<file path="src/sv/bb3_pkg.sv">
// Shared types, constants and helper functions for the 3x3 box blur stream.
package bb3_pkg;

  // Pixel and frame geometry
  localparam int PIX_W      = 8;
  localparam int CFG_W      = 11;
  localparam int MAX_WIDTH  = 1024;
  localparam int MAX_HEIGHT = 1024;
  localparam int XW         = $clog2(MAX_WIDTH);
  localparam int YW         = $clog2(MAX_HEIGHT);
  localparam int MIN_DIM    = 3;

  // Sum widths: one column of three pixels, and the full nine-pixel window
  localparam int COL_SUM_W  = PIX_W + 2;
  localparam int WIN_SUM_W  = PIX_W + 4;

  // Division by nine as a multiply by a rounded-up reciprocal and a shift.
  // The error stays below one ninth for every window sum up to 9 * 255.
  localparam int RECIP_SHIFT = 16;
  localparam int RECIP_9     = (1 << RECIP_SHIFT) / 9 + 1;
  localparam int RECIP_W     = $clog2(RECIP_9 + 1);
  localparam int PROD_W      = WIN_SUM_W + RECIP_W;

  // Configuration register indexes
  localparam int CFG_IDX_W = 2;
  localparam logic [CFG_IDX_W-1:0] REG_IMAGE_WIDTH  = CFG_IDX_W'(0);
  localparam logic [CFG_IDX_W-1:0] REG_IMAGE_HEIGHT = CFG_IDX_W'(1);

  // One column of the 3x3 window, oldest row on top
  typedef struct packed {
    logic [PIX_W-1:0] top;
    logic [PIX_W-1:0] mid;
    logic [PIX_W-1:0] bot;
  } col_t;

  // Last column index for a width register, saturated into the legal range.
  function automatic logic [XW-1:0] width_last(logic [CFG_W-1:0] v);
    logic [XW-1:0] r;
    if (32'(v) < MIN_DIM) begin
      r = XW'(MIN_DIM - 1);
    end else if (32'(v) > MAX_WIDTH) begin
      r = XW'(MAX_WIDTH - 1);
    end else begin
      r = XW'(v - CFG_W'(1));
    end
    return r;
  endfunction

  // Last row index for a height register, saturated into the legal range.
  function automatic logic [YW-1:0] height_last(logic [CFG_W-1:0] v);
    logic [YW-1:0] r;
    if (32'(v) < MIN_DIM) begin
      r = YW'(MIN_DIM - 1);
    end else if (32'(v) > MAX_HEIGHT) begin
      r = YW'(MAX_HEIGHT - 1);
    end else begin
      r = YW'(v - CFG_W'(1));
    end
    return r;
  endfunction

endpackage

</file>
<file path="src/sv/bb3_cell.sv">
// One window cell: holds a column of three pixels and its sum, passes it on when shifted.
module bb3_cell (
  input  logic                            clk,
  input  logic                            rst,
  input  logic                            shift,
  input  bb3_pkg::col_t                   col_in,
  output bb3_pkg::col_t                   col_out,
  output logic [bb3_pkg::COL_SUM_W-1:0]   col_sum
);
  import bb3_pkg::*;

  logic [COL_SUM_W-1:0] sum_next;

  // Column sum is formed on load so the window adder sees it ready
  assign sum_next = COL_SUM_W'(col_in.top) + COL_SUM_W'(col_in.mid) +
                    COL_SUM_W'(col_in.bot);

  always_ff @(posedge clk) begin
    if (rst) begin
      col_out <= '0;
      col_sum <= '0;
    end else if (shift) begin
      col_out <= col_in;
      col_sum <= sum_next;
    end
  end

endmodule

</file>
<file path="config.mk">
export PLATFORM = sky130hd
export DESIGN_NAME = bb3_cell
export DESIGN_NICKNAME = d
export VERILOG_FILES = /design/src/sv/bb3_pkg.sv /design/src/sv/bb3_cell.sv
export SDC_FILE = /design/constraint.sdc
export NUM_CORES = 1
export LEC_CHECK = 0
export BUFFER_PORTS_ARGS = -buffer_cell sky130_fd_sc_hd__buf_2
export CAP_MARGIN = 25
export CELL_PAD_IN_SITES_DETAIL_PLACEMENT = 2
export CELL_PAD_IN_SITES_GLOBAL_PLACEMENT = 2
export CORE_MARGIN = 10
export CORE_UTILIZATION = 26
export CTS_CLUSTER_SIZE = 8
export DETAILED_ROUTE_END_ITERATION = 16
export PLACE_DENSITY = 0.77
export SLEW_MARGIN = 20
export SYNTH_ARGS = -nofsm -noshare
export SYNTH_HDL_FRONTEND = slang
export SYNTH_SLANG_ARGS = --single-unit
</file>
<file path="constraint.sdc">
create_clock -name clk -period 2.08 [get_ports clk]
set_input_delay 0.104 -clock clk [delete_from_list [all_inputs] [get_ports clk]]
set_output_delay 0.104 -clock clk [all_outputs]
set_load 0.01 [all_outputs]
</file>
# Word-level counts from Yosys, hierarchy flattened
# Index checks and enable logic that the tools add are counted.
[word_totals]
output_inout_bits = 34
in_bits = 27
register_bits = 34
elab_cells = 6
[classes]
n_addsub = 2
[op_table]
columns = ["cell", "count"]
rows = [
  ["$add 9x8->10", 1],
  ["$add 8x8->9", 1],
]

# Logic depth before layout (Yosys ltp)
# Gate-level depths: netlist of the first run.
[logic_depth]
word_depth = 2
depth_mapped = 9
mapped_depth_nobuf = 9

# Worst setup path after synthesis of the first run
# Ideal clock, no wire load.
[synth_path]
path_type = "input -> register"
startpoint = "in col_in[1] in the netlist's numbering"
endpoint = "reg col_sum[7] in the netlist's numbering"
setup_slack_ns = 0.016
setup_time_ns = 0.129
required_ns = 1.951
path_buffers = 0
cell_stages = 7
arrival_ns = 1.935
path_cell_list = "fa_1 > ha_1 > fa_1 > a211oi_2 > o21bai_1 > a211oi_1 > o32ai_1"
[synth_between]
elab_chain_len = 1
[synth_lines]
columns = ["item", "line_no", "source"]
rows = [
  ["from (decl)", "bb3_cell.sv:6", "input bb3_pkg::col_t col_in,"],
  ["$add 9x8->10", "bb3_cell.sv:15", "assign sum_next = COL_SUM_W'(col_in.top) + COL_SUM_W'(col_in.mid) +"],
  ["to (signal assigned)", "bb3_cell.sv:24", "col_sum <= sum_next;"],
  ["to (decl)", "bb3_cell.sv:8", "output logic [bb3_pkg::COL_SUM_W-1:0] col_sum"],
]
# Every way passes these cells.
# A chain may end at the register's enable or synchronous reset.

# Final worst setup path of the first run
[layout_path]
startpoint = "in col_in[1] in the netlist's numbering"
endpoint = "reg col_sum[9] in the netlist's numbering"
# The elaborated chain is that of the path after synthesis.

==> results by group, run 1 <==
Outcome
  • Status: completed

Critical path
  • Worst reg2reg path depth: 3
  • R2R Setup Slk: about 1200 ps
  • Worst-path maximum fanout: 2
  • Worst Setup Start Kind: input pin
  • Worst r2r dst: col_sum[6]
  • RR Startpoint: col_sum[6]
  • Critical path capture point type: flip-flop
  • Crit path DAT: between 2000 and 2500 ps
  • Crit path required time: about 2300 ps
  • Crit path to: col_sum[9]
  • Kind of critical path: input pin to flip-flop
  • Worst setup startpoint: col_in[1]

Synth
  • Distinct cells, synth: 32
  • Cell count after synthesis: ~170
  • Mapped Nets: 212
  • Synth area leader: dfxtp_1
  • Synth top area cells: dfxtp_1 (39%), mux2i_1 (15%), fa_1 (10%), nor2_1 (6.7%), ha_1 (5.1%)
  • Synth Register Bits: 34
  • Avg Inst Size Synth: between 10 and 15 µm²
  • Post-synth EDFFs: 0
  • Fraction of registers with async set/reset: 0%
  • Yosys warnings: 0
  • Syn Std Cell Area: 1730 µm²
  • Top cell type's share of synthesized area: 39.4%
  • Ys flop type: dfxtp_1
  • Sequential area share after synthesis: just under 40%

Final layout
  • Final core utilization: about a third
  • Non-filler instance count after layout: approximately 320
  • Commonest non-fill, non-tap cells in the layout: buf_2 (60), dfxtp_1 (34), nor2_1 (31), mux2i_1 (26), buf_4 (10)
  • Antenna Cells: 0
  • Layout cell share with drive strength beyond 1: 35.3%
  • Fill cells: between 700 and 800
  • Most common cell after layout, fill and taps aside: buf_2
  • Final Instance Area: ~2300 µm²
  • NumNets Final: between 200 and 300
  • Area grow syn2layout: 30.6%

GRT
  • Total gr overflow: 0
  • Initial antenna violation count: 0
  • First-pass GRT wire length: ~8900 µm
  • GRT Total Usage: 10.9%
  • Vias in the first global route: 1701
  • Pin count of the biggest net entering global routing: 26

Clock tree
  • Number of post-CTS setup repair buffers: 0
  • CTS root buf: clkbuf_8
  • Hold Buf Count CTS: 0
  • Clock latency on the worst-skew pair: around 290 ps
  • Clock transition at path regs: ~70 ps
  • Max Buffers Root-to-Sink: 2
  • CTS tree: done
  • Clk sinks: 34
  • H-tree lvl count: 2
  • CTS resizes: 0
  • CTS Buf Count: 5

Run
  • Max-cap violations: 0

Min path
  • Hold path depth: 3
  • Hold/Removal Path Class: input pin to flip-flop

Detailed routing
  • Vias: around 1500
  • Routed len/inst: 16.8 µm
  • Routed Antenna Nets: 0
  • Initial DRC Count: 31
  • DRT Pass-1 Iters: 3
  • Vias per std cell: between 4 and 5
  • Residual DRC: 0
  • Routed WL: ~5300 µm

Power
  • Final Total Pwr: about 1.8 mW
  • Pwr/cell area: approximately 780 nW/µm²
  • Pleak: between 1 and 1.5 nW
  • VDD IR max: approximately 340 µV

Floorplanning
  • Initial core utilization: between 20 and 30%
  • Die area: 10300 µm²
  • Die Span Y: just over 100 µm
  • # IOs: 61
  • Placement row count: 29
  • Die X-Extent: approximately 100 µm
  • Core area: 6390 µm²

Timing
  • Final Critical Period: between 1500 and 2000 ps
  • Worst-Margin Slew: around 580 ps
  • Final period utilization: roughly 94%
  • Finish-stage setup viols: 0
  • Hold Vio Cnt, Final: 0
  • RSZ-0062 raised after global routing: no
  • Worst clock skew: 0 ps
  • Minimum hold slack: around 75 ps
  • Relative slew slack: around three fifths
  • Fmax: between 500 and 600 MHz
  • Final max-slew violation count: 0

Place
  • Placer Congestion: 0.703
  • Final HPWL DP: about 4200 µm
  • Placed instance count: about 310
  • DP Area: roughly 2200 µm²
  • Port buffer count: 60
[metrics by stage]
step           setup WS [ps]  TNS, ps
5_1_grt                 20.9        0
3_3_place_gp            -138     -314
2_1_floorplan           16.0        0
4_1_cts                 89.9        0
6_report                 118        0
3_5_place_dp            -211     -534
[final cells by class]
type	instances	area, µm²	area share [%]
flip-flops and latches	34	681	30.2
clock inverters	1	5.00	0.222
repair buffers	70	375	16.6
clock buffers	7	86.3	3.83
inverters	9	33.8	1.50
multi-input cells	117	978	43.4
well taps	77	96.3	4.27
[flip-flops by register name (all words and copies together), names as in the netlist]
signal	flops
col_out	24
col_sum	10
[synth_stat cells (4+ instances only)]
library cell and number:
dfxtp_1 34, nor2_1 31, mux2i_1 26, fa_1 9
inv_1 9, ha_1 7, buf_2 5, a21oi_1 4
clkbuf_1 4, nor3b_1 4, o21bai_1 4
[cell families after synthesis]
| logic type | share of synthesized area [%] |
|---|---|
| flip-flops | 39.4 |
| AND/OR/NAND/NOR | 13.3 |
| adder cells (fa/ha/maj) | 15.5 |
| XOR/XNOR | 0.507 |
| buffers and inverters | 4.27 |
| multiplexers | 15.1 |
| AO/OA/AOI/OAI | 12.0 |
[critical path, stage by stage]
cell,delay (ps)
buf_2,120
fa_1,490
ha_1,240
fa_1,400
a211oi_2,270
buf_4,160
o21a_1,140
o21bai_1,70
a21o_1,150
[power breakdown]
| part | switching (mW) | internal (mW) | leakage (nW) |
|---|---|---|---|
| clock | 0.240 | 0.267 | 0.0482 |
| sequential | 0.0253 | 0.705 | 0.281 |
| combinational | 0.282 | 0.248 | 0.793 |
[layer usage]
| metal | routed length, µm | vias to the layer above | GRT usage [%] |
|---|---|---|---|
| met3 | 348 | 5 | 4.22 |
| li1 | - | 718 | - |
| met2 | 2750 | 39 | 19.0 |
| met4 | 61 | 0 | 3.86 |
| met1 | 2140 | 720 | 11.8 |
| met5 | 0 | - | 0 |
[how the worst min path moves through the flow]
stage                    start     endpoint  slack (ps)
floorplan           col_in[19]  col_out[19]         250
global placement     col_in[0]   col_out[0]         360
detailed placement   col_in[8]   col_out[8]         380
CTS                 col_in[23]  col_out[23]          70
global route         col_in[8]   col_out[8]          80
finish               col_in[8]   col_out[8]          70
Power figures use the tool's default switching activity.
==> inputs of run 2 (changes only) <==
--- a/config.mk
+++ b/config.mk
@@ -9,6 +9,7 @@
 export CAP_MARGIN = 25
 export CELL_PAD_IN_SITES_DETAIL_PLACEMENT = 2
 export CELL_PAD_IN_SITES_GLOBAL_PLACEMENT = 2
+export CORE_ASPECT_RATIO = 0.8
 export CORE_MARGIN = 10
 export CORE_UTILIZATION = 26
 export CTS_CLUSTER_SIZE = 8
==> results by group, run 2 (synthesis results as in run 1) <==
Timing
  • Final max-slew violation count: 0 (unchanged)
  • Finish-stage setup viols: 0 (unchanged)
  • Final Critical Period: 1940 ps (-17.3 ps)
  • Final period utilization: 93.5% (-0.83 points)
  • Worst clock skew: 0 ps (unchanged)
  • Setup TNS Final: 0 ps (unchanged)
  • Relative slew slack: 64.2% (+2.5 points)
  • RSZ-0062 raised after global routing: no
  • Worst-Margin Slew: 538 ps (-38.2 ps)
  • Fmax: 514 MHz (+0.89%)
  • Minimum hold slack: 65.9 ps (-8.66 ps)
  • Hold Vio Cnt, Final: 0 (unchanged)
  • PnR worst setup slack: 136 ps (+17.4 ps)

Detailed routing
  • Vias: 1475 (-0.47%)
  • Routed len/inst: 16.1 µm (-4.1%)
  • Residual DRC: 0 (unchanged)
  • Routed WL: 5150 µm (-2.9%)
  • Routed Antenna Nets: 0 (unchanged)
  • Vias per std cell: 4.62 (-1.7%)
  • DRT Pass-1 Iters: 2 (-1)
  • Initial DRC Count: 21 (-32%)

Clock tree
  • CTS tree: done
  • Number of post-CTS setup repair buffers: 0 (unchanged)
  • H-tree lvl count: 2 (unchanged)
  • CTS resizes: 0 (unchanged)
  • Clock latency on the worst-skew pair: 280 ps (about the same)
  • Clk sinks: 34 (unchanged)
  • Max Buffers Root-to-Sink: 2 (unchanged)
  • Clock transition at path regs: 70 ps (about the same)
  • CTS root buf: clkbuf_8
  • Hold Buf Count CTS: 0 (unchanged)
  • CTS Buf Count: 5 (unchanged)

Power
  • Switching power share of the total: 30.5% (-0.43 points)
  • Internal power: 1.20 mW (-1.3%)
  • Pwr/cell area: 769 nW/µm² (-1.9%)
  • Clock power frac: 27.8% (-0.9 points)
  • Sw power: 0.530 mW (-3.2%)
  • VDD IR max: 291 µV (-14%)
  • Flop pwr share: 42.1% (+0.8 points)
  • Comb power frac: 30.1% (about the same)
  • Pleak: 1.12 nW (-0.51%)

Final layout
  • Max reg flops: 24 (unchanged)
  • Largest Register: col_out
  • Final Instance Area: 2260 µm² (unchanged)
  • Layout cell share with drive strength beyond 1: 34.5% (-0.83 points)
  • Fill cells: 726 (-3.1%)
  • Area grow syn2layout: 30.6% (unchanged)
  • Top Registers: col_out: 24 flops, col_sum: 10 flops
  • NumNets Final: 279 (-0.36%)
  • Commonest non-fill, non-tap cells in the layout: buf_2 (60), dfxtp_1 (34), nor2_1 (31), mux2i_1 (26)
  • Area of the multi-input gates: 973 µm² (-0.51%)
  • Most common cell after layout, fill and taps aside: buf_2
  • Register area: 681 µm² (unchanged)
  • Antenna Cells: 0 (unchanged)

GRT
  • Total gr overflow: 0 (unchanged)
  • Met3 Use GR: 4.64% (+0.42 points)
  • Vias in the first global route: 1694 (-0.41%)
  • GRT Total Usage: 10.1% (-0.80 points)
  • Pin count of the biggest net entering global routing: 29 (+12%)
  • First-pass GRT wire length: 8610 µm (-3.2%)
  • Most Crowded Layer GR: met2
  • GRT met2 Usage: 17.4% (-1.6 points)
  • Met1 Track Usage GR: 10.8% (-0.95 points)
  • Initial antenna violation count: 0 (unchanged)

Place
  • Final HPWL DP: 4080 µm (-3.3%)
  • Placer Congestion: 0.753 (+7.1%)
  • DP Area: 2170 µm² (+0.64%)
  • Post-place setup slack: -171 ps (+40.4 ps)
  • Port buffer count: 60 (unchanged)

Run
  • Max-cap violations: 0 (unchanged)

Floorplanning
  • Die Span Y: 92.9 µm (-8.5%)
  • # IOs: 61 (unchanged)
  • Core area: 6410 µm² (+0.35%)
  • Die area: 10300 µm² (+0.20%)
  • Die X-Extent: 111 µm (+9.5%)
  • Placement row count: 26 (-10%)
  • Initial core utilization: 27.0% (-0.095 points)

Critical path
  • Critical path capture point type: flip-flop
  • CP max stage delay: 470 ps (-20 ps)
  • Crit-path slowest cell: fa_1
  • Most frequent CP cell: fa_1
  • Crit path required time: 2270 ps (about the same)
  • CP bufs+invs: 2 (unchanged)
  • Top cell family by delay on the critical path: adder cells
  • Crit-path cells: buf_2 > fa_1 > ha_1 > fa_1 > a211oi_2 > buf_4 > o21a_1 > o21bai_1 > a21o_1
  • Kind of critical path: input pin to flip-flop
  • Crit path DAT: 2130 ps (-20 ps)
  • Worst Setup Start Kind: input pin
  • Worst-path maximum fanout: 2 (unchanged)

Min path
  • Hold/Removal Path Class: input pin to flip-flop

Outcome
  • Status: completed
[run 2: changes by cell type in the layout (fill, tap and decap cells not counted)]
cell,previous run,this run
buf_4,10,8
a211oi_2,3,2
a211oi_1,2,3
buf_12,0,1
clkinv_2,1,0
clkbuf_1,1,0
[run 2: stage by stage]
step / total power, mW / cells / util [%]
after floorplan: 1.06 / 169 / -
after global placement: 1.26 / 313 / 33.9
after detailed placement: 1.28 / 313 / 33.9
after CTS: 1.78 / 319 / 35.2
after global routing: 1.86 / 319 / 35.2
final: 1.73 / 319 / 35.2
[run 2: worst min-delay path, cell delays in order]
cell and delay [ps]:
buf_2 90, mux2i_1 60, nor2_1 70
[run 2: layout make-up]
class | instances | area share [%]
Timing Repair Buffer | 69 | 16.9
Tap cell | 84 | 4.66
Sequential cell | 34 | 30.2
Multi-Input combinational cell | 117 | 43.2
Clock buffer | 6 | 3.66
Inverter | 9 | 1.50
[run 2: path summary, 6_finish.rpt]
path                            depth (start not counted)  slack (ps)       start           to
worst max-delay path                                    9         140   col_in[1]   col_sum[9]
worst min-delay path                                    3          70  col_in[23]  col_out[23]
worst max register to register                          3        1280  col_sum[6]   col_sum[6]
worst min register to register                          2         470  col_sum[5]   col_sum[5]
[run 2: metal layers]
layer | vias to the layer above | wire length (µm) | share of wire, %
li1 | 713 | - | -
met1 | 711 | 2160 | 42
met2 | 43 | 2480 | 48
met3 | 8 | 438 | 8.5
met4 | 0 | 68 | 1.3
met5 | - | 0 | 0
[run 2: power by group through the flow]
stage | registers, mW | logic [mW] | clock network [mW]
final | 0.731 | 0.521 | 0.482
after global routing | 0.738 | 0.589 | 0.534
after CTS | 0.732 | 0.537 | 0.513
after detailed placement | 0.746 | 0.531 | 0
after global placement | 0.744 | 0.516 | 0
after floorplan | 0.770 | 0.289 | 0
